### config.mk
export PLATFORM = sky130hd
export DESIGN_NAME = lateral_steering_controller
export DESIGN_NICKNAME = d
export VERILOG_FILES = /design/src/rtl/lsc_pkg.sv /design/src/rtl/lsc_mul.sv /design/src/rtl/lsc_cordic.sv /design/src/rtl/lsc_isqrt.sv /design/src/rtl/lsc_dp.sv /design/src/rtl/lsc_ctrl.sv /design/src/rtl/lateral_steering_controller.sv
export VERILOG_INCLUDE_DIRS = /design/src /design/src/rtl
export SDC_FILE = /design/constraint.sdc
export NUM_CORES = 2
export LEC_CHECK = 0
export BUFFER_PORTS_ARGS = -buffer_cell sky130_fd_sc_hd__clkbuf_2
export CAP_MARGIN = 10
export CORE_ASPECT_RATIO = 0.7
export CORE_UTILIZATION = 35
export CTS_BUF_LIST = sky130_fd_sc_hd__clkbuf_4 sky130_fd_sc_hd__clkbuf_8 sky130_fd_sc_hd__clkbuf_16
export CTS_CLUSTER_SIZE = 25
export DETAILED_ROUTE_END_ITERATION = 12
export PLACE_DENSITY = 0.59
export SLEW_MARGIN = 15
export SYNTH_ARGS = -nofsm -noshare
export SYNTH_HDL_FRONTEND = slang
export SYNTH_SLANG_ARGS = --single-unit
### constraint.sdc
create_clock -name clk -period 9.36 [get_ports clk]
set_input_delay 2.808 -clock clk [delete_from_list [all_inputs] [get_ports clk]]
set_output_delay 2.808 -clock clk [all_outputs]
set_load 0.05 [all_outputs]
### src/rtl/lateral_steering_controller_assert.svh
// Assertion macros for the lateral steering controller.
// Used by the top level only; expects clk and rst in scope.
`ifndef LATERAL_STEERING_CONTROLLER_ASSERT_SVH
`define LATERAL_STEERING_CONTROLLER_ASSERT_SVH
`ifndef ASSERT_OFF
`define LSC_ASSERT_HOLD(label, expr) \
  label: assert property (@(posedge clk) disable iff (rst) (expr)) \
    else $error("lsc assertion failed");
`define LSC_ASSERT_IMPL(label, pre, post) \
  label: assert property (@(posedge clk) disable iff (rst) (pre) |-> (post)) \
    else $error("lsc assertion failed");
`define LSC_ASSERT_NEXT(label, pre, post) \
  label: assert property (@(posedge clk) disable iff (rst) (pre) |=> (post)) \
    else $error("lsc assertion failed");
`else
`define LSC_ASSERT_HOLD(label, expr)
`define LSC_ASSERT_IMPL(label, pre, post)
`define LSC_ASSERT_NEXT(label, pre, post)
`endif
`endif

### src/rtl/lsc_pkg.sv
// Shared types, constants and sequencing functions of the steering controller.
// No dependencies; imported by every module of the block.
`timescale 1ns / 1ps
package lsc_pkg;

  localparam int ACC_W        = 64;  // datapath word
  localparam int MUL_B_W      = 18;  // narrow multiplier operand, signed
  localparam int ANG_W        = 20;  // Q.16 angle
  localparam int CS_W         = 18;  // Q.16 cos / sin
  localparam int CORDIC_STEPS = 16;
  localparam int SQRT_IN_W    = 34;
  localparam int SQRT_OUT_W   = 17;
  localparam int SQRT_STEPS   = 17;
  localparam int LA_W         = 18;

  localparam int FAI_LIMIT    = 6434;
  localparam int LD_DEFAULT   = 512;
  localparam int WIND_LIMIT   = 25600;
  localparam int CORDIC_K     = 39797;
  localparam int PI_Q16       = 205887;
  localparam int HALF_PI_Q16  = 102944;
  localparam int PD_X_SHIFT   = 28;

  typedef enum logic [1:0] {
    MODE_PID      = 2'd0,
    MODE_PURSUIT  = 2'd1,
    MODE_COS_PD   = 2'd2,
    MODE_PURSUIT3 = 2'd3
  } lsc_mode_t;

  typedef enum logic [2:0] {
    REG_MODE      = 3'd0,
    REG_WHEELBASE = 3'd1,
    REG_PID_P     = 3'd2,
    REG_PID_I     = 3'd3,
    REG_PID_D     = 3'd4,
    REG_TRK_I     = 3'd5,
    REG_PD_OFF    = 3'd6,
    REG_PD_HEAD   = 3'd7
  } cfg_reg_t;

  typedef struct packed {
    lsc_mode_t   mode;
    logic [15:0] wheelbase;
    logic [15:0] pid_p_gain;
    logic [15:0] pid_i_gain;
    logic [15:0] pid_d_gain;
    logic [15:0] track_integral_gain;
    logic [15:0] pd_offset_gain;
    logic [15:0] pd_heading_gain;
  } cfg_t;

  typedef enum logic [4:0] {
    OP_PID_SUM, OP_M_PD, OP_M_IS, OP_M_DD, OP_PID_FIN,
    OP_LA_UPD, OP_M_LL, OP_M_D2, OP_SQRT, OP_SINCOS,
    OP_M_DC, OP_M_RS, OP_M_Y1, OP_ATAN_PP,
    OP_M_CC, OP_M_C3, OP_M_KD, OP_M_PA, OP_M_SC, OP_M_PB, OP_M_Y2, OP_ATAN_PD,
    OP_INTEG, OP_M_IT, OP_TRK_FIN
  } op_t;

  typedef enum logic [1:0] {
    UNIT_NONE,
    UNIT_MUL,
    UNIT_CORDIC,
    UNIT_SQRT
  } unit_t;

  typedef enum logic [1:0] {
    ST_IDLE,
    ST_ISSUE,
    ST_WAIT
  } ctrl_state_t;

  typedef struct packed {
    logic load;
    logic start;
    logic emit;
    op_t  op;
  } cmd_t;

  typedef struct packed {
    logic done;
  } status_t;

  function automatic logic [15:0] atan_entry(input logic [3:0] i);
    logic [15:0] v;
    case (i)
      4'd0:    v = 16'd51472;
      4'd1:    v = 16'd30386;
      4'd2:    v = 16'd16055;
      4'd3:    v = 16'd8150;
      4'd4:    v = 16'd4091;
      4'd5:    v = 16'd2047;
      4'd6:    v = 16'd1024;
      4'd7:    v = 16'd512;
      4'd8:    v = 16'd256;
      4'd9:    v = 16'd128;
      4'd10:   v = 16'd64;
      4'd11:   v = 16'd32;
      4'd12:   v = 16'd16;
      4'd13:   v = 16'd8;
      4'd14:   v = 16'd4;
      default: v = 16'd2;
    endcase
    return v;
  endfunction

  function automatic unit_t op_unit(input op_t op);
    unit_t u;
    case (op)
      OP_PID_SUM, OP_PID_FIN, OP_LA_UPD, OP_INTEG, OP_TRK_FIN: u = UNIT_NONE;
      OP_SINCOS, OP_ATAN_PP, OP_ATAN_PD:                       u = UNIT_CORDIC;
      OP_SQRT:                                                 u = UNIT_SQRT;
      default:                                                 u = UNIT_MUL;
    endcase
    return u;
  endfunction

  function automatic logic op_is_final(input op_t op);
    return (op == OP_PID_FIN) || (op == OP_TRK_FIN);
  endfunction

  function automatic op_t first_op(input lsc_mode_t mode);
    op_t o;
    case (mode)
      MODE_PID:    o = OP_PID_SUM;
      MODE_COS_PD: o = OP_SINCOS;
      default:     o = OP_LA_UPD;
    endcase
    return o;
  endfunction

  function automatic op_t next_op(input lsc_mode_t mode, input op_t op);
    op_t o;
    case (op)
      OP_PID_SUM: o = OP_M_PD;
      OP_M_PD:    o = OP_M_IS;
      OP_M_IS:    o = OP_M_DD;
      OP_M_DD:    o = OP_PID_FIN;
      OP_LA_UPD:  o = OP_M_LL;
      OP_M_LL:    o = OP_M_D2;
      OP_M_D2:    o = OP_SQRT;
      OP_SQRT:    o = OP_SINCOS;
      OP_SINCOS:  o = (mode == MODE_COS_PD) ? OP_M_CC : OP_M_DC;
      OP_M_DC:    o = OP_M_RS;
      OP_M_RS:    o = OP_M_Y1;
      OP_M_Y1:    o = OP_ATAN_PP;
      OP_ATAN_PP: o = OP_INTEG;
      OP_M_CC:    o = OP_M_C3;
      OP_M_C3:    o = OP_M_KD;
      OP_M_KD:    o = OP_M_PA;
      OP_M_PA:    o = OP_M_SC;
      OP_M_SC:    o = OP_M_PB;
      OP_M_PB:    o = OP_M_Y2;
      OP_M_Y2:    o = OP_ATAN_PD;
      OP_ATAN_PD: o = OP_INTEG;
      OP_INTEG:   o = OP_M_IT;
      OP_M_IT:    o = OP_TRK_FIN;
      default:    o = OP_TRK_FIN;
    endcase
    return o;
  endfunction

endpackage

### src/rtl/lsc_mul.sv
// Serial shift-add multiplier: wide signed operand times 18-bit signed operand.
// One partial product per cycle; depends on lsc_pkg.
`timescale 1ns / 1ps
module lsc_mul (
  input  logic                                clk,
  input  logic                                rst,
  input  logic                                start,
  input  logic signed [lsc_pkg::ACC_W-1:0]    a,
  input  logic signed [lsc_pkg::MUL_B_W-1:0]  b,
  output logic                                done,
  output logic signed [lsc_pkg::ACC_W-1:0]    prod
);
  import lsc_pkg::*;

  localparam int CNT_W = $clog2(MUL_B_W);

  logic                    busy;
  logic [CNT_W-1:0]        cnt;
  logic signed [ACC_W-1:0] ma;
  logic [MUL_B_W-1:0]      mb;
  logic signed [ACC_W-1:0] acc;
  logic                    last_bit;

  assign last_bit = (cnt == CNT_W'(MUL_B_W - 1));

  always_ff @(posedge clk) begin
    if (rst) begin
      busy <= 1'b0;
      done <= 1'b0;
      cnt  <= '0;
    end else begin
      done <= 1'b0;
      if (start) begin
        busy <= 1'b1;
        cnt  <= '0;
      end else if (busy) begin
        cnt <= cnt + 1'b1;
        if (last_bit) begin
          busy <= 1'b0;
          done <= 1'b1;
        end
      end
    end
  end

  // top bit of b carries negative weight
  always_ff @(posedge clk) begin
    if (start) begin
      ma  <= a;
      mb  <= b;
      acc <= '0;
    end else if (busy) begin
      if (mb[0]) begin
        acc <= last_bit ? acc - ma : acc + ma;
      end
      ma <= ma <<< 1;
      mb <= mb >> 1;
    end
  end

  assign prod = acc;

endmodule

### src/rtl/lsc_cordic.sv
// Shared 16-step CORDIC: rotation gives cos/sin, vectoring gives atan2 (x > 0).
// Depends on lsc_pkg for widths and the arctangent table.
`timescale 1ns / 1ps
module lsc_cordic (
  input  logic                              clk,
  input  logic                              rst,
  input  logic                              start,
  input  logic                              vec,
  input  logic signed [lsc_pkg::ACC_W-1:0]  x_in,
  input  logic signed [lsc_pkg::ACC_W-1:0]  y_in,
  input  logic signed [lsc_pkg::ANG_W-1:0]  z_in,
  output logic                              done,
  output logic signed [lsc_pkg::ACC_W-1:0]  x_out,
  output logic signed [lsc_pkg::ACC_W-1:0]  y_out,
  output logic signed [lsc_pkg::ANG_W-1:0]  z_out
);
  import lsc_pkg::*;

  localparam int CNT_W = $clog2(CORDIC_STEPS);

  logic                    busy;
  logic [CNT_W-1:0]        cnt;
  logic signed [ACC_W-1:0] x, y, dx, dy;
  logic signed [ANG_W-1:0] z, tab;
  logic                    vec_r, flip, neg, zero, pos;

  assign dx  = y >>> cnt;
  assign dy  = x >>> cnt;
  assign tab = {{(ANG_W-16){1'b0}}, atan_entry(cnt)};
  assign pos = vec_r ? (y <= 0) : (z >= 0);

  always_ff @(posedge clk) begin
    if (rst) begin
      busy <= 1'b0;
      done <= 1'b0;
      cnt  <= '0;
    end else begin
      done <= 1'b0;
      if (start) begin
        busy <= 1'b1;
        cnt  <= '0;
      end else if (busy) begin
        cnt <= cnt + 1'b1;
        if (cnt == CNT_W'(CORDIC_STEPS - 1)) begin
          busy <= 1'b0;
          done <= 1'b1;
        end
      end
    end
  end

  always_ff @(posedge clk) begin
    if (start) begin
      vec_r <= vec;
      x     <= x_in;
      if (vec) begin
        neg  <= (y_in < 0);
        zero <= (y_in == 0);
        y    <= (y_in < 0) ? -y_in : y_in;
        z    <= z_in;
        flip <= 1'b0;
      end else begin
        neg  <= 1'b0;
        zero <= 1'b0;
        y    <= y_in;
        // fold into +-pi/2, flip signs of the result
        if (z_in > ANG_W'(HALF_PI_Q16)) begin
          z    <= z_in - ANG_W'(PI_Q16);
          flip <= 1'b1;
        end else if (z_in < ANG_W'(-HALF_PI_Q16)) begin
          z    <= z_in + ANG_W'(PI_Q16);
          flip <= 1'b1;
        end else begin
          z    <= z_in;
          flip <= 1'b0;
        end
      end
    end else if (busy) begin
      if (pos) begin
        x <= x - dx;
        y <= y + dy;
        z <= z - tab;
      end else begin
        x <= x + dx;
        y <= y - dy;
        z <= z + tab;
      end
    end
  end

  assign x_out = flip ? -x : x;
  assign y_out = flip ? -y : y;
  assign z_out = zero ? '0 : (neg ? -z : z);

endmodule

### src/rtl/lsc_isqrt.sv
// Floor square root, one result bit per cycle (digit-by-digit).
// Depends on lsc_pkg for widths.
`timescale 1ns / 1ps
module lsc_isqrt (
  input  logic                               clk,
  input  logic                               rst,
  input  logic                               start,
  input  logic [lsc_pkg::SQRT_IN_W-1:0]      v_in,
  output logic                               done,
  output logic [lsc_pkg::SQRT_OUT_W-1:0]     root
);
  import lsc_pkg::*;

  localparam int CNT_W = $clog2(SQRT_STEPS);
  localparam logic [SQRT_IN_W-1:0] BIT_INIT = SQRT_IN_W'(1) << (2 * (SQRT_STEPS - 1));

  logic                 busy;
  logic [CNT_W-1:0]     cnt;
  logic [SQRT_IN_W-1:0] v, bm;
  logic [SQRT_IN_W:0]   r, trial;

  assign trial = r + {1'b0, bm};

  always_ff @(posedge clk) begin
    if (rst) begin
      busy <= 1'b0;
      done <= 1'b0;
      cnt  <= '0;
    end else begin
      done <= 1'b0;
      if (start) begin
        busy <= 1'b1;
        cnt  <= '0;
      end else if (busy) begin
        cnt <= cnt + 1'b1;
        if (cnt == CNT_W'(SQRT_STEPS - 1)) begin
          busy <= 1'b0;
          done <= 1'b1;
        end
      end
    end
  end

  always_ff @(posedge clk) begin
    if (start) begin
      v  <= v_in;
      r  <= '0;
      bm <= BIT_INIT;
    end else if (busy) begin
      if ({1'b0, v} >= trial) begin
        v <= v - trial[SQRT_IN_W-1:0];
        r <= (r >> 1) + {1'b0, bm};
      end else begin
        r <= r >> 1;
      end
      bm <= bm >> 2;
    end
  end

  assign root = r[SQRT_OUT_W-1:0];

endmodule

### src/rtl/lsc_dp.sv
// Datapath: operand registers, loop state, and the shared arithmetic units.
// Depends on lsc_pkg, lsc_mul, lsc_cordic and lsc_isqrt.
`timescale 1ns / 1ps
module lsc_dp (
  input  logic                 clk,
  input  logic                 rst,
  input  lsc_pkg::cfg_t        cfg,
  input  lsc_pkg::cmd_t        cmd,
  input  logic signed [15:0]   lateral_offset,
  input  logic signed [15:0]   heading_error,
  output lsc_pkg::status_t     status,
  output logic signed [15:0]   steer_angle,
  output logic                 saturated
);
  import lsc_pkg::*;

  // loop state
  logic signed [39:0]      pid_error_sum;
  logic signed [15:0]      pid_last_error;
  logic signed [23:0]      offset_integral;
  logic [LA_W-1:0]         lookahead;

  // item operands and intermediates
  logic signed [15:0]      d_reg;
  logic signed [ANG_W-1:0] h_reg, ang_reg;
  logic signed [CS_W-1:0]  c_reg, s_reg, c2_reg, c3_reg;
  logic signed [ACC_W-1:0] t_reg, pa_reg, acc_reg;
  logic [SQRT_IN_W-1:0]    ld2_reg;
  logic [SQRT_OUT_W-1:0]   root_reg;

  // units
  logic                     mul_start, mul_done;
  logic signed [ACC_W-1:0]  mul_a, mul_prod;
  logic signed [MUL_B_W-1:0] mul_b;
  logic                     cor_start, cor_done, cor_vec;
  logic signed [ACC_W-1:0]  cor_x, cor_y, cor_xo, cor_yo;
  logic signed [ANG_W-1:0]  cor_z, cor_zo;
  logic                     sq_start, sq_done;
  logic [SQRT_IN_W-1:0]     sq_in;
  logic [SQRT_OUT_W-1:0]    sq_root;

  // combinational helpers
  logic signed [40:0]       sum_ext;
  logic signed [24:0]       oi_ext;
  logic                     oi_hold;
  logic [15:0]              abs_d;
  logic signed [ACC_W-1:0]  rad, pd_diff, prod_sh16, prod_sh8, pid_v, trk_v;
  logic signed [ACC_W-1:0]  ld2_wide;

  assign mul_start = cmd.start && (op_unit(cmd.op) == UNIT_MUL);
  assign cor_start = cmd.start && (op_unit(cmd.op) == UNIT_CORDIC);
  assign sq_start  = cmd.start && (op_unit(cmd.op) == UNIT_SQRT);

  assign pd_diff   = (pa_reg - t_reg) >>> 16;
  assign prod_sh16 = mul_prod >>> 16;
  assign prod_sh8  = mul_prod >>> 8;
  assign ld2_wide  = {{(ACC_W-SQRT_IN_W){1'b0}}, ld2_reg};
  assign rad       = ld2_wide - t_reg;
  assign sq_in     = (rad > 0) ? rad[SQRT_IN_W-1:0] : '0;

  always_comb begin
    mul_a = '0;
    mul_b = '0;
    case (cmd.op)
      OP_M_PD: begin
        mul_a = {{(ACC_W-16){1'b0}}, cfg.pid_p_gain};
        mul_b = MUL_B_W'(d_reg);
      end
      OP_M_IS: begin
        mul_a = ACC_W'(pid_error_sum);
        mul_b = {{(MUL_B_W-16){1'b0}}, cfg.pid_i_gain};
      end
      OP_M_DD: begin
        mul_a = {{(ACC_W-16){1'b0}}, cfg.pid_d_gain};
        mul_b = MUL_B_W'(d_reg) - MUL_B_W'(pid_last_error);
      end
      OP_M_CC: begin
        mul_a = ACC_W'(c_reg);
        mul_b = MUL_B_W'(c_reg);
      end
      OP_M_C3: begin
        mul_a = ACC_W'(c2_reg);
        mul_b = MUL_B_W'(c_reg);
      end
      OP_M_KD: begin
        mul_a = {{(ACC_W-16){1'b0}}, cfg.pd_offset_gain};
        mul_b = MUL_B_W'(d_reg);
      end
      OP_M_PA: begin
        mul_a = t_reg;
        mul_b = MUL_B_W'(c3_reg);
      end
      OP_M_SC: begin
        mul_a = ACC_W'(c2_reg);
        mul_b = MUL_B_W'(s_reg);
      end
      OP_M_PB: begin
        mul_a = t_reg;
        mul_b = {{(MUL_B_W-16){1'b0}}, cfg.pd_heading_gain};
      end
      OP_M_Y2: begin
        mul_a = pd_diff;
        mul_b = {{(MUL_B_W-16){1'b0}}, cfg.wheelbase};
      end
      OP_M_LL: begin
        mul_a = {{(ACC_W-LA_W){1'b0}}, lookahead};
        mul_b = lookahead;
      end
      OP_M_D2: begin
        mul_a = ACC_W'(d_reg);
        mul_b = MUL_B_W'(d_reg);
      end
      OP_M_DC: begin
        mul_a = ACC_W'(d_reg);
        mul_b = MUL_B_W'(c_reg);
      end
      OP_M_RS: begin
        mul_a = {{(ACC_W-SQRT_OUT_W){1'b0}}, root_reg};
        mul_b = MUL_B_W'(s_reg);
      end
      OP_M_Y1: begin
        mul_a = t_reg;
        mul_b = {{(MUL_B_W-16){1'b0}}, cfg.wheelbase};
      end
      OP_M_IT: begin
        mul_a = ACC_W'(offset_integral);
        mul_b = {{(MUL_B_W-16){1'b0}}, cfg.track_integral_gain};
      end
      default: begin
        mul_a = '0;
        mul_b = '0;
      end
    endcase
  end

  always_comb begin
    cor_vec = 1'b0;
    cor_x   = ACC_W'(CORDIC_K);
    cor_y   = '0;
    cor_z   = h_reg;
    case (cmd.op)
      OP_ATAN_PP: begin
        cor_vec = 1'b1;
        cor_x   = ld2_wide <<< 16;
        cor_y   = t_reg;
        cor_z   = '0;
      end
      OP_ATAN_PD: begin
        cor_vec = 1'b1;
        cor_x   = ACC_W'(1) <<< PD_X_SHIFT;
        cor_y   = t_reg;
        cor_z   = '0;
      end
      default: begin
        cor_vec = 1'b0;
      end
    endcase
  end

  lsc_mul u_mul (
    .clk   (clk),
    .rst   (rst),
    .start (mul_start),
    .a     (mul_a),
    .b     (mul_b),
    .done  (mul_done),
    .prod  (mul_prod)
  );

  lsc_cordic u_cordic (
    .clk   (clk),
    .rst   (rst),
    .start (cor_start),
    .vec   (cor_vec),
    .x_in  (cor_x),
    .y_in  (cor_y),
    .z_in  (cor_z),
    .done  (cor_done),
    .x_out (cor_xo),
    .y_out (cor_yo),
    .z_out (cor_zo)
  );

  lsc_isqrt u_isqrt (
    .clk   (clk),
    .rst   (rst),
    .start (sq_start),
    .v_in  (sq_in),
    .done  (sq_done),
    .root  (sq_root)
  );

  assign status.done = mul_done | cor_done | sq_done;

  // combinational arithmetic
  assign sum_ext = 41'(pid_error_sum) + 41'(d_reg);
  assign oi_ext  = 25'(offset_integral) + 25'(d_reg);
  assign oi_hold = ((offset_integral > 24'(WIND_LIMIT)) && (d_reg > 16'sd0)) ||
                   ((offset_integral < 24'(-WIND_LIMIT)) && (d_reg < 16'sd0));
  assign abs_d   = d_reg[15] ? 16'(-d_reg) : d_reg;
  assign pid_v   = (acc_reg + ACC_W'(64)) >>> 7;
  assign trk_v   = ((ACC_W'(ang_reg) <<< 4) + acc_reg + ACC_W'(64)) >>> 7;

  // loop state; reset clears the sums and last error and loads the default lookahead
  always_ff @(posedge clk) begin
    if (rst) begin
      pid_error_sum   <= '0;
      pid_last_error  <= '0;
      offset_integral <= '0;
      lookahead       <= LA_W'(LD_DEFAULT);
    end else begin
      if (cmd.start && cmd.op == OP_PID_SUM) begin
        if (sum_ext[40] != sum_ext[39]) begin
          pid_error_sum <= sum_ext[40] ? {1'b1, 39'd0} : {1'b0, {39{1'b1}}};
        end else begin
          pid_error_sum <= sum_ext[39:0];
        end
      end
      if (mul_done && cmd.op == OP_M_DD) begin
        pid_last_error <= d_reg;
      end
      if (cmd.start && cmd.op == OP_INTEG && !oi_hold) begin
        if (oi_ext[24] != oi_ext[23]) begin
          offset_integral <= oi_ext[24] ? {1'b1, 23'd0} : {1'b0, {23{1'b1}}};
        end else begin
          offset_integral <= oi_ext[23:0];
        end
      end
      if (cmd.start && cmd.op == OP_LA_UPD) begin
        if ({2'b00, abs_d} >= lookahead) begin
          lookahead <= ({2'b00, abs_d} << 1) + {2'b00, abs_d};
        end else begin
          lookahead <= LA_W'(LD_DEFAULT);
        end
      end
    end
  end

  // per-item operands and results
  always_ff @(posedge clk) begin
    if (cmd.load) begin
      d_reg <= lateral_offset;
      h_reg <= ANG_W'(heading_error) <<< 3;
    end
    if (mul_done) begin
      case (cmd.op)
        OP_M_PD: acc_reg <= mul_prod;
        OP_M_IS: acc_reg <= acc_reg + mul_prod;
        OP_M_DD: acc_reg <= acc_reg + mul_prod;
        OP_M_CC: c2_reg  <= prod_sh16[CS_W-1:0];
        OP_M_C3: c3_reg  <= prod_sh16[CS_W-1:0];
        OP_M_KD: t_reg   <= mul_prod;
        OP_M_PA: pa_reg  <= mul_prod;
        OP_M_SC: t_reg   <= mul_prod;
        OP_M_PB: t_reg   <= prod_sh8;
        OP_M_Y2: t_reg   <= mul_prod;
        OP_M_LL: ld2_reg <= mul_prod[SQRT_IN_W-1:0];
        OP_M_D2: t_reg   <= mul_prod;
        OP_M_DC: t_reg   <= mul_prod;
        OP_M_RS: t_reg   <= mul_prod - t_reg;   // inner = root*s - d*c
        OP_M_Y1: t_reg   <= -(mul_prod <<< 1);
        OP_M_IT: acc_reg <= mul_prod;
        default: acc_reg <= acc_reg;
      endcase
    end
    if (cor_done) begin
      if (cmd.op == OP_SINCOS) begin
        c_reg <= cor_xo[CS_W-1:0];
        s_reg <= cor_yo[CS_W-1:0];
      end else begin
        ang_reg <= cor_zo;
      end
    end
    if (sq_done) begin
      root_reg <= sq_root;
    end
    if (cmd.start && cmd.op == OP_PID_FIN) begin
      if (pid_v > ACC_W'(32767)) begin
        steer_angle <= 16'sh7fff;
        saturated   <= 1'b1;
      end else if (pid_v < ACC_W'(-32768)) begin
        steer_angle <= 16'sh8000;
        saturated   <= 1'b1;
      end else begin
        steer_angle <= pid_v[15:0];
        saturated   <= 1'b0;
      end
    end
    if (cmd.start && cmd.op == OP_TRK_FIN) begin
      if (cfg.mode == MODE_COS_PD) begin
        if (trk_v > ACC_W'(32767)) begin
          steer_angle <= 16'sh7fff;
          saturated   <= 1'b1;
        end else if (trk_v < ACC_W'(-32768)) begin
          steer_angle <= 16'sh8000;
          saturated   <= 1'b1;
        end else begin
          steer_angle <= trk_v[15:0];
          saturated   <= 1'b0;
        end
      end else begin
        if (trk_v > ACC_W'(FAI_LIMIT)) begin
          steer_angle <= 16'(FAI_LIMIT);
          saturated   <= 1'b1;
        end else if (trk_v < ACC_W'(-FAI_LIMIT)) begin
          steer_angle <= 16'(-FAI_LIMIT);
          saturated   <= 1'b1;
        end else begin
          steer_angle <= trk_v[15:0];
          saturated   <= 1'b0;
        end
      end
    end
  end

endmodule

### src/rtl/lsc_ctrl.sv
// Controller: steps through the operation sequence of the selected control law.
// Depends on lsc_pkg for the op codes and sequencing functions.
`timescale 1ns / 1ps
module lsc_ctrl (
  input  logic               clk,
  input  logic               rst,
  input  lsc_pkg::lsc_mode_t mode,
  input  logic               in_valid,
  input  logic               out_free,
  input  lsc_pkg::status_t   status,
  output logic               in_ready,
  output lsc_pkg::cmd_t      cmd
);
  import lsc_pkg::*;

  ctrl_state_t state, state_next;
  op_t         op, op_next;

  always_ff @(posedge clk) begin
    if (rst) begin
      state <= ST_IDLE;
      op    <= OP_PID_SUM;
    end else begin
      state <= state_next;
      op    <= op_next;
    end
  end

  always_comb begin
    state_next = state;
    op_next    = op;
    in_ready   = 1'b0;
    cmd.load   = 1'b0;
    cmd.start  = 1'b0;
    cmd.emit   = 1'b0;
    cmd.op     = op;
    case (state)
      ST_IDLE: begin
        in_ready = 1'b1;
        if (in_valid) begin
          cmd.load   = 1'b1;
          op_next    = first_op(mode);
          state_next = ST_ISSUE;
        end
      end
      ST_ISSUE: begin
        if (op_is_final(op)) begin
          // result register must be free before it is overwritten
          if (out_free) begin
            cmd.start  = 1'b1;
            cmd.emit   = 1'b1;
            state_next = ST_IDLE;
          end
        end else begin
          cmd.start = 1'b1;
          if (op_unit(op) == UNIT_NONE) begin
            op_next = next_op(mode, op);
          end else begin
            state_next = ST_WAIT;
          end
        end
      end
      ST_WAIT: begin
        if (status.done) begin
          op_next    = next_op(mode, op);
          state_next = ST_ISSUE;
        end
      end
      default: begin
        state_next = ST_IDLE;
      end
    endcase
  end

endmodule

### src/rtl/lateral_steering_controller.sv
// Lateral steering controller: PID, pure pursuit or cosine PD law per item.
// The serial multiplier is shared by every product. One item at a time: the next item is taken
// the cycle after the result is loaded, even while the result register waits.
// Synchronous reset loads register defaults and clears the loop state (no clearing pass).
`timescale 1ns / 1ps
`include "lateral_steering_controller_assert.svh"
module lateral_steering_controller (
  input  logic        clk,
  input  logic        rst,
  input  logic        s_tvalid,
  output logic        s_tready,
  input  logic [31:0] s_tdata,   // [15:0] lateral_offset, [31:16] heading_error
  output logic        m_tvalid,
  input  logic        m_tready,
  output logic [23:0] m_tdata,   // [15:0] steer_angle, [16] saturated, rest zero
  input  logic        cfg_wr_en,
  input  logic [2:0]  cfg_index,
  input  logic [15:0] cfg_data
);
  import lsc_pkg::*;

  cfg_t               cfg;
  cmd_t               cmd;
  status_t            status;
  logic               out_free;
  logic signed [15:0] steer_angle;
  logic               saturated;

  always_ff @(posedge clk) begin
    if (rst) begin
      cfg.mode                <= MODE_PURSUIT;
      cfg.wheelbase           <= 16'd640;
      cfg.pid_p_gain          <= 16'd819;
      cfg.pid_i_gain          <= 16'd41;
      cfg.pid_d_gain          <= 16'd4915;
      cfg.track_integral_gain <= 16'd0;
      cfg.pd_offset_gain      <= 16'd1044;
      cfg.pd_heading_gain     <= 16'd4096;
    end else if (cfg_wr_en) begin
      case (cfg_index)
        REG_MODE:      cfg.mode                <= lsc_mode_t'(cfg_data[1:0]);
        REG_WHEELBASE: cfg.wheelbase           <= cfg_data;
        REG_PID_P:     cfg.pid_p_gain          <= cfg_data;
        REG_PID_I:     cfg.pid_i_gain          <= cfg_data;
        REG_PID_D:     cfg.pid_d_gain          <= cfg_data;
        REG_TRK_I:     cfg.track_integral_gain <= cfg_data;
        REG_PD_OFF:    cfg.pd_offset_gain      <= cfg_data;
        REG_PD_HEAD:   cfg.pd_heading_gain     <= cfg_data;
        default:       cfg.mode                <= cfg.mode;
      endcase
    end
  end

  assign out_free = !m_tvalid || m_tready;

  always_ff @(posedge clk) begin
    if (rst) begin
      m_tvalid <= 1'b0;
    end else if (cmd.emit) begin
      m_tvalid <= 1'b1;
    end else if (m_tready) begin
      m_tvalid <= 1'b0;
    end
  end

  lsc_ctrl u_ctrl (
    .clk      (clk),
    .rst      (rst),
    .mode     (cfg.mode),
    .in_valid (s_tvalid),
    .out_free (out_free),
    .status   (status),
    .in_ready (s_tready),
    .cmd      (cmd)
  );

  lsc_dp u_dp (
    .clk            (clk),
    .rst            (rst),
    .cfg            (cfg),
    .cmd            (cmd),
    .lateral_offset (s_tdata[15:0]),
    .heading_error  (s_tdata[31:16]),
    .status         (status),
    .steer_angle    (steer_angle),
    .saturated      (saturated)
  );

  assign m_tdata = {7'd0, saturated, steer_angle};

  `LSC_ASSERT_IMPL(a_emit_slot_free, cmd.emit, out_free)
  `LSC_ASSERT_NEXT(a_emit_sets_valid, cmd.emit, m_tvalid)
  `LSC_ASSERT_NEXT(a_busy_after_accept, s_tvalid && s_tready, !s_tready)
  `LSC_ASSERT_IMPL(a_valid_from_emit, $rose(m_tvalid), $past(cmd.emit))

endmodule
---- After elaboration in Yosys (flattened, before gate mapping) ----
Memories as Yosys holds them, arrays and structs flattened. A register that Yosys moved wholly into a read port is not among the register bits.
Index checks and enable logic that the tools add are counted.
Widths: inputs -> output; s select.
cells by class
  $lt $le $gt $ge ......................... 18
  muxes and demuxes ....................... 109
  shifts and indexed selects .............. 2
  reductions and logical operators ........ 69
  add/sub/neg operators ................... 33
  eq/ne operators ......................... 48
  bitwise logic cells ..................... 6
operators by type and width
  kind                   number
  $mux 64                12
  $pmux 64 s12           1
  $sub 64x64->64         5
  $add 64x64->64         4
  $pmux 64 s4            1
  $pmux 18 s10           1
  $mux 16                10
  $mux 20                8
  $mux 34                4
  $add 64x8->64 const B  2
  $neg 64->64            2
  $pmux 64 s2            1
  $sshr 64x4->64         2
  $gt 57x16->1 const B   2
  $lt 57x16->1 const B   2
  $pmux 5 s21            1
  $pmux 50 s2            1
  $mux 18                5
  $mux 40                2
  $add 24x64->64         1
  $gt 64x1->1 const B    1
  $le 64x1->1 const B    1
  $logic_not 64->1       1
  $lt 64x1->1 const B    1
  71 further kinds       214
storage, ports and cells
  logic and storage cells ................. 341
  memory bits (read-only) ................. 512
  memories ................................ 5
  flip-flop bits (word level) ............. 1008
memory list
  name             depth  bits a word  read ports  clocked after Yosys merged registers in  wr ports  RTL line        source
  (no name shown)  16     16           1           1                                        0         lsc_pkg.sv:87   case (i)
  (no name shown)  32     2            1           1                                        0         lsc_pkg.sv:110  case (op)
  (no name shown)  32     2            1           1                                        0         lsc_pkg.sv:110
  (no name shown)  32     2            1           1                                        0         lsc_pkg.sv:110
  (no name shown)  32     2            1           1                                        0         lsc_pkg.sv:110

---- Logic depth before layout (Yosys ltp) ----
  word-level depth ........................ 10
  depth in mapped cells ................... 34
  mapped depth without buffers ............ 28

---- By module ----
Synthesis repeated with hierarchy kept, for this count alone.
unflattened totals
  cell total of the unflattened synthesis .. 11867
  area, all modules ....................... 99325.3 µm²
modules (own cells, without submodules)
  module                       cells an instance  times used  area each (µm²)  sequential area each (µm²)
  lsc_dp                       5246               1           44356.3          13492.9
  lsc_cordic                   3879               1           30644.4          5004.8
  lsc_mul                      1258               1           11070.6          3883.7
  lsc_isqrt                    958                1           7785.0           2202.1
  lateral_steering_controller  425                1           4658.2           2302.2
  lsc_ctrl                     101                1           810.8            180.2

---- Least setup slack after synthesis ----
No wires, ideal clock.
  path type ............................... input -> register
  from .................................... input port m_tready
  to ...................................... register u_dp.u_cordic.x[0] (enable)
  data required time ...................... 8.826 ns
  stages on the path ...................... 7
  slack ................................... 1.819 ns
  path buffers ............................ 2
  arrival time ............................ 7.007 ns
  cell sequence ........................... nor2b_1 nand2_1 and2_1 clkbuf_1 nand3b_1 buf_4 nand2b_1
between the ends
  longest elaborated chain between the ends .. 6
RTL lines
  element                             RTL line                           source
  from (decl)                         lateral_steering_controller.sv:14  input logic m_tready,
  $logic_or 1x1->1                    lateral_steering_controller.sv:54  assign out_free = !m_tvalid || m_tready;
  $mux 2                              lsc_ctrl.sv:49                     if (out_free) begin
  $mux 1                              lsc_ctrl.sv:47                     if (op_is_final(op)) begin
  $mux 2                              lsc_ctrl.sv:37                     case (state)
  $logic_and 1x1->1                   lsc_dp.sv:51                       assign cor_start = cmd.start && (op_unit(cmd.op) == UNIT_CORDIC);
  $reduce_bool 2->1 (no source line)  --
  to (signal assigned)                lsc_cordic.sv:55                   x <= x_in;
  to (signal assigned)                lsc_cordic.sv:80                   x <= x - dx;
  to (signal assigned)                lsc_cordic.sv:84                   x <= x + dx;
  to (decl)                           lsc_cordic.sv:23                   logic signed [ACC_W-1:0] x, y, dx, dy;
No other way between the ends.
A chain may end at the register's enable or synchronous reset.

---- Worst setup path in the final report ----
  from .................................... register u_dp.u_cordic.cnt[0]
  to ...................................... register u_dp.u_cordic.y[59], data pin
between the ends
  longest elaborated chain between the ends .. 5
  elaborated cells on any way between the ends .. 6
RTL lines
  element                                           RTL line                            source
  from (decl)                                       lsc_cordic.sv:22                    logic [CNT_W-1:0] cnt;
  from (signal assigned)                            lsc_cordic.sv:43                    cnt <= cnt + 1'b1;
  $sshr 64x4->64 *                                  lsc_cordic.sv:28                    assign dy = x >>> cnt;
  $sub 64x64->64 or $add 64x64->64 (tied branches)  lsc_cordic.sv:85, lsc_cordic.sv:81
  $mux 64 *                                         lsc_cordic.sv:79                    if (pos) begin
  $mux 64 *                                         lsc_cordic.sv:78                    end else if (busy) begin
  $mux 64 *                                         lsc_cordic.sv:53                    if (start) begin
  to (signal assigned)                              lsc_cordic.sv:59                    y <= (y_in < 0) ? -y_in : y_in;
  to (signal assigned)                              lsc_cordic.sv:81                    y <= y + dy;
  to (signal assigned)                              lsc_cordic.sv:85                    y <= y - dy;
  to (decl)                                         lsc_cordic.sv:23
Every way passes the cells marked *; elsewhere a longest branch is shown, timed or not. The select of a mux whose other input is x is not followed.

==> impl_metrics.py <==
metrics = {
    "clocking": {
        "cts_setup_buffers": 0,
        "holdBufCountCts": 0,
        "clock-sinks": 1026,
        "clk_pin_slew_ns": 0.06,
        "clock_latency_ns": 0.86,
        "cts_resized": 0,
        "cts_buffers": 117,
        "cts_buffer_depth": 3,
        "cts_tree": "done",
        "cts_root_buf": "clkbuf_16",
        "cts_htree_levels": 3,
    },
    "floorplan": {
        "rows": 157,
        "initial_utilization": 0.353,
        "io_pins": 82,
        "die_area_sq_um": 266000,
        "die_h_um": 432,
        "core_area_sq_um": 262000,
        "die_x_um": 617,
    },
    "placement": {
        "io_buffers": 74,
        "gp_congestion": 0.985,
        "dp.cells": 14100,
        "hpwl_mm": 297,
        "place_area_sq_um": 96700,
        "dpl_worst_slack_ns": 1.36,
    },
    "final_layout": {
        "design_area_sq_um": 101000,
        "regMostFlops": "cfg",
        "n_fill_cell": 26300,
        "final_cell_count_no_fill": 14300,
        "largest_reg_flops": 114,
        "fin_nets": 11500,
        "area_growth_pct": 9.00,
        "drive_above_1_share": 0.0747,
    },
    "power": {
        "powerDensity_nw_per_um2": 252,
        "power.leakage_nw": 38.3,
        "p_total_w": 0.0254,
        "ir_drop_v": 0.000216,
    },
    "min_path": {
        "hold_class": "flip-flop to flip-flop",
    },
    "critical_path": {
        "r2r_slack_ns": 1.22,
        "crit_type": "flip-flop to flip-flop",
        "critical_path.cell_chain": "buf_4, mux4_2, mux4_2, nor3_4, o2111ai_1, nor3b_1, nand2_1, nand2_1, xnor2_1, ha_1, a21oi_1, o21ai_0, a221oi_1, o21ai_0, a211o_1, o31a_1, a211o_1, a31o_2, a21oi_1, nor3b_1, o41ai_1, xnor2_1, o22ai_1",
        "critPathTopFamily": "compound AO/OA/AOI/OAI gates",
        "crit_fanout": 40,
        "cp_num_buf_inv": 1,
        "endpoint_kind": "flip-flop",
        "slowest_delay_ns": 1.00,
        "cp_slowest_cell": "o41ai_1",
        "required_ns": 9.87,
        "cp.arrival_ns": 8.65,
        "startpoint_type": "flip-flop",
    },
    "timing": {
        "fin_crit_sh": 0.870,
        "layout_setup_ws_ns": 1.22,
        "clock_skew_ns": 0.108,
        "finalSetupViolCount": 0,
        "worst_pin_slew_ns": 1.23,
        "drv_slew": 0,
        "hold_violations": 0,
        "fmax_mhz": 123,
        "maxSlewHeadroom": 0.167,
        "rsz0062_at_grt": "false",
        "finalSetupTns_ns": 0,
        "fin_crit_ns": 8.14,
    },
    "routing": {
        "routed_wl_mm": 384,
        "firstDrtPassIters": 9,
        "first_iter_violations": 13500,
        "num_vias": 89600,
        "drcViolationCount": 0,
        "via_per_inst": 6.26,
        "antenna_left": 0,
        "routedWlPerCell_um": 26.8,
    },
    "yosys": {
        "synth_area_sq_um": 92500,
        "ys.flop_type": "edfxtp_1",
        "yosys_warnings": 0,
        "postSynthCellCount": 10800,
        "seq_area_frac_synth": 0.293,
        "synthArstFlopShare": 0,
        "synth_top_area_frac": 0.212,
        "synth-edff-count": 652,
        "yosys-top-cells-area": "edfxtp_1 21%, ha_1 10%, dfxtp_1 8.1%",
        "avgSynthCellArea_sq_um": 8.53,
        "yosys.area.top_type": "edfxtp_1",
        "yosysMostFrequentCell": "nand2_1",
        "yosys_register_bits": 1026,
        "synth.distinct_cells": 113,
        "synthTopCellsByCount": "1251 x nand2_1, 969 x a21oi_1, 799 x nor2_1",
    },
    "global_routing": {
        "grt_pass1_wl_mm": 555,
        "antenna_found_initial": 38,
        "grt_use_total": 0.276,
        "gr-total-overflow": 0,
        "grt_pass1_vias": 80600,
        "grt_start_max_net_pins": 100,
    },
    "job": {
        "drv_cap": 0,
    },
    "status": {
        "outcome": "completed",
    },
}
metrics by stage:
stage | hold WS [ns] | utilization
6_report | 0.453 | 0.385
5_1_grt | 0.469 | 0.384
4_1_cts | 0.453 | 0.384
3_5_place_dp | 0.444 | 0.369
3_3_place_gp | 0.440 | 0.369
2_1_floorplan | 0.429 | -
final cells by class:
| cell class | instances | area (sq um) | area share |
|---|---|---|---|
| multi-input combinational | 8940 | 62200 | 0.617 |
| sequential | 1026 | 27100 | 0.269 |
| clock inverter | 65 | 723 | 0.00717 |
| antenna | 14 | 35.0 | 0.000347 |
| clock buffer | 158 | 3360 | 0.0333 |
| tap | 3498 | 4380 | 0.0434 |
| inverter | 353 | 1330 | 0.0132 |
| timing repair buffer | 248 | 1710 | 0.0170 |
worst min-delay path: stages (launching register included):
cell     delay [ns]
dfxtp_1        0.31
nand2_1        0.05
a21oi_1        0.05
cell families after synthesis:
| group | share of synthesized area |
|---|---|
| AO/OA/AOI/OAI | 0.235 |
| XOR/XNOR | 0.0927 |
| adder cells (fa/ha/maj) | 0.107 |
| buffers and inverters | 0.0379 |
| flip-flops | 0.293 |
| multiplexers | 0.0611 |
| other | 0.0000405 |
| AND/OR/NAND/NOR | 0.173 |
where the power goes:
| part | switching [W] | internal, W | leakage (nW) |
|---|---|---|---|
| Combinational | 0.00828 | 0.00514 | 27.3 |
| Sequential | 0.00102 | 0.00596 | 9.00 |
| Clock | 0.00224 | 0.00279 | 2.03 |
| Total | 0.0115 | 0.0139 | 38.3 |
final timing paths:
kind / from / end / cells after the start
max: u_dp.u_cordic.cnt[0] / u_dp.u_cordic.y[59] / 23
min: u_dp.u_mul.prod[24] / u_dp.u_mul.prod[24] / 2
max reg2reg: u_dp.u_cordic.cnt[0] / u_dp.u_cordic.y[59] / 23
min reg2reg: u_dp.u_mul.prod[24] / u_dp.u_mul.prod[24] / 2
per-layer routing:
metal / part of all wire / global-route usage / wire, um
met1: 0.47 / 0.431 / 179000
met2: 0.37 / 0.359 / 142000
met3: 0.14 / 0.0847 / 53300
met4: 0.023 / 0.0605 / 8790
met5: 0.00058 / 0 / 222
cells in the final DEF, fill, tap and decap left out, types with 118 or more instances in the layout:
cell	netlist	final
nand2b_1	126	124
a21o_1	303	303
nand4_1	127	127
a211oi_1	146	146
dfxtp_1	374	366
nor2_1	799	790
mux2i_1	157	156
mux4_2	142	142
nor3_1	234	225
a21oi_1	969	968
edfxtp_1	652	652
o21bai_1	119	118
nand2_1	1251	1249
o21ai_0	721	720
ha_1	762	762
xnor2_1	590	589
buf_4	14	172
inv_1	348	348
xor2_1	387	387
nand3_1	272	271
clkbuf_16	0	119
Power figures use the tool's default switching activity.
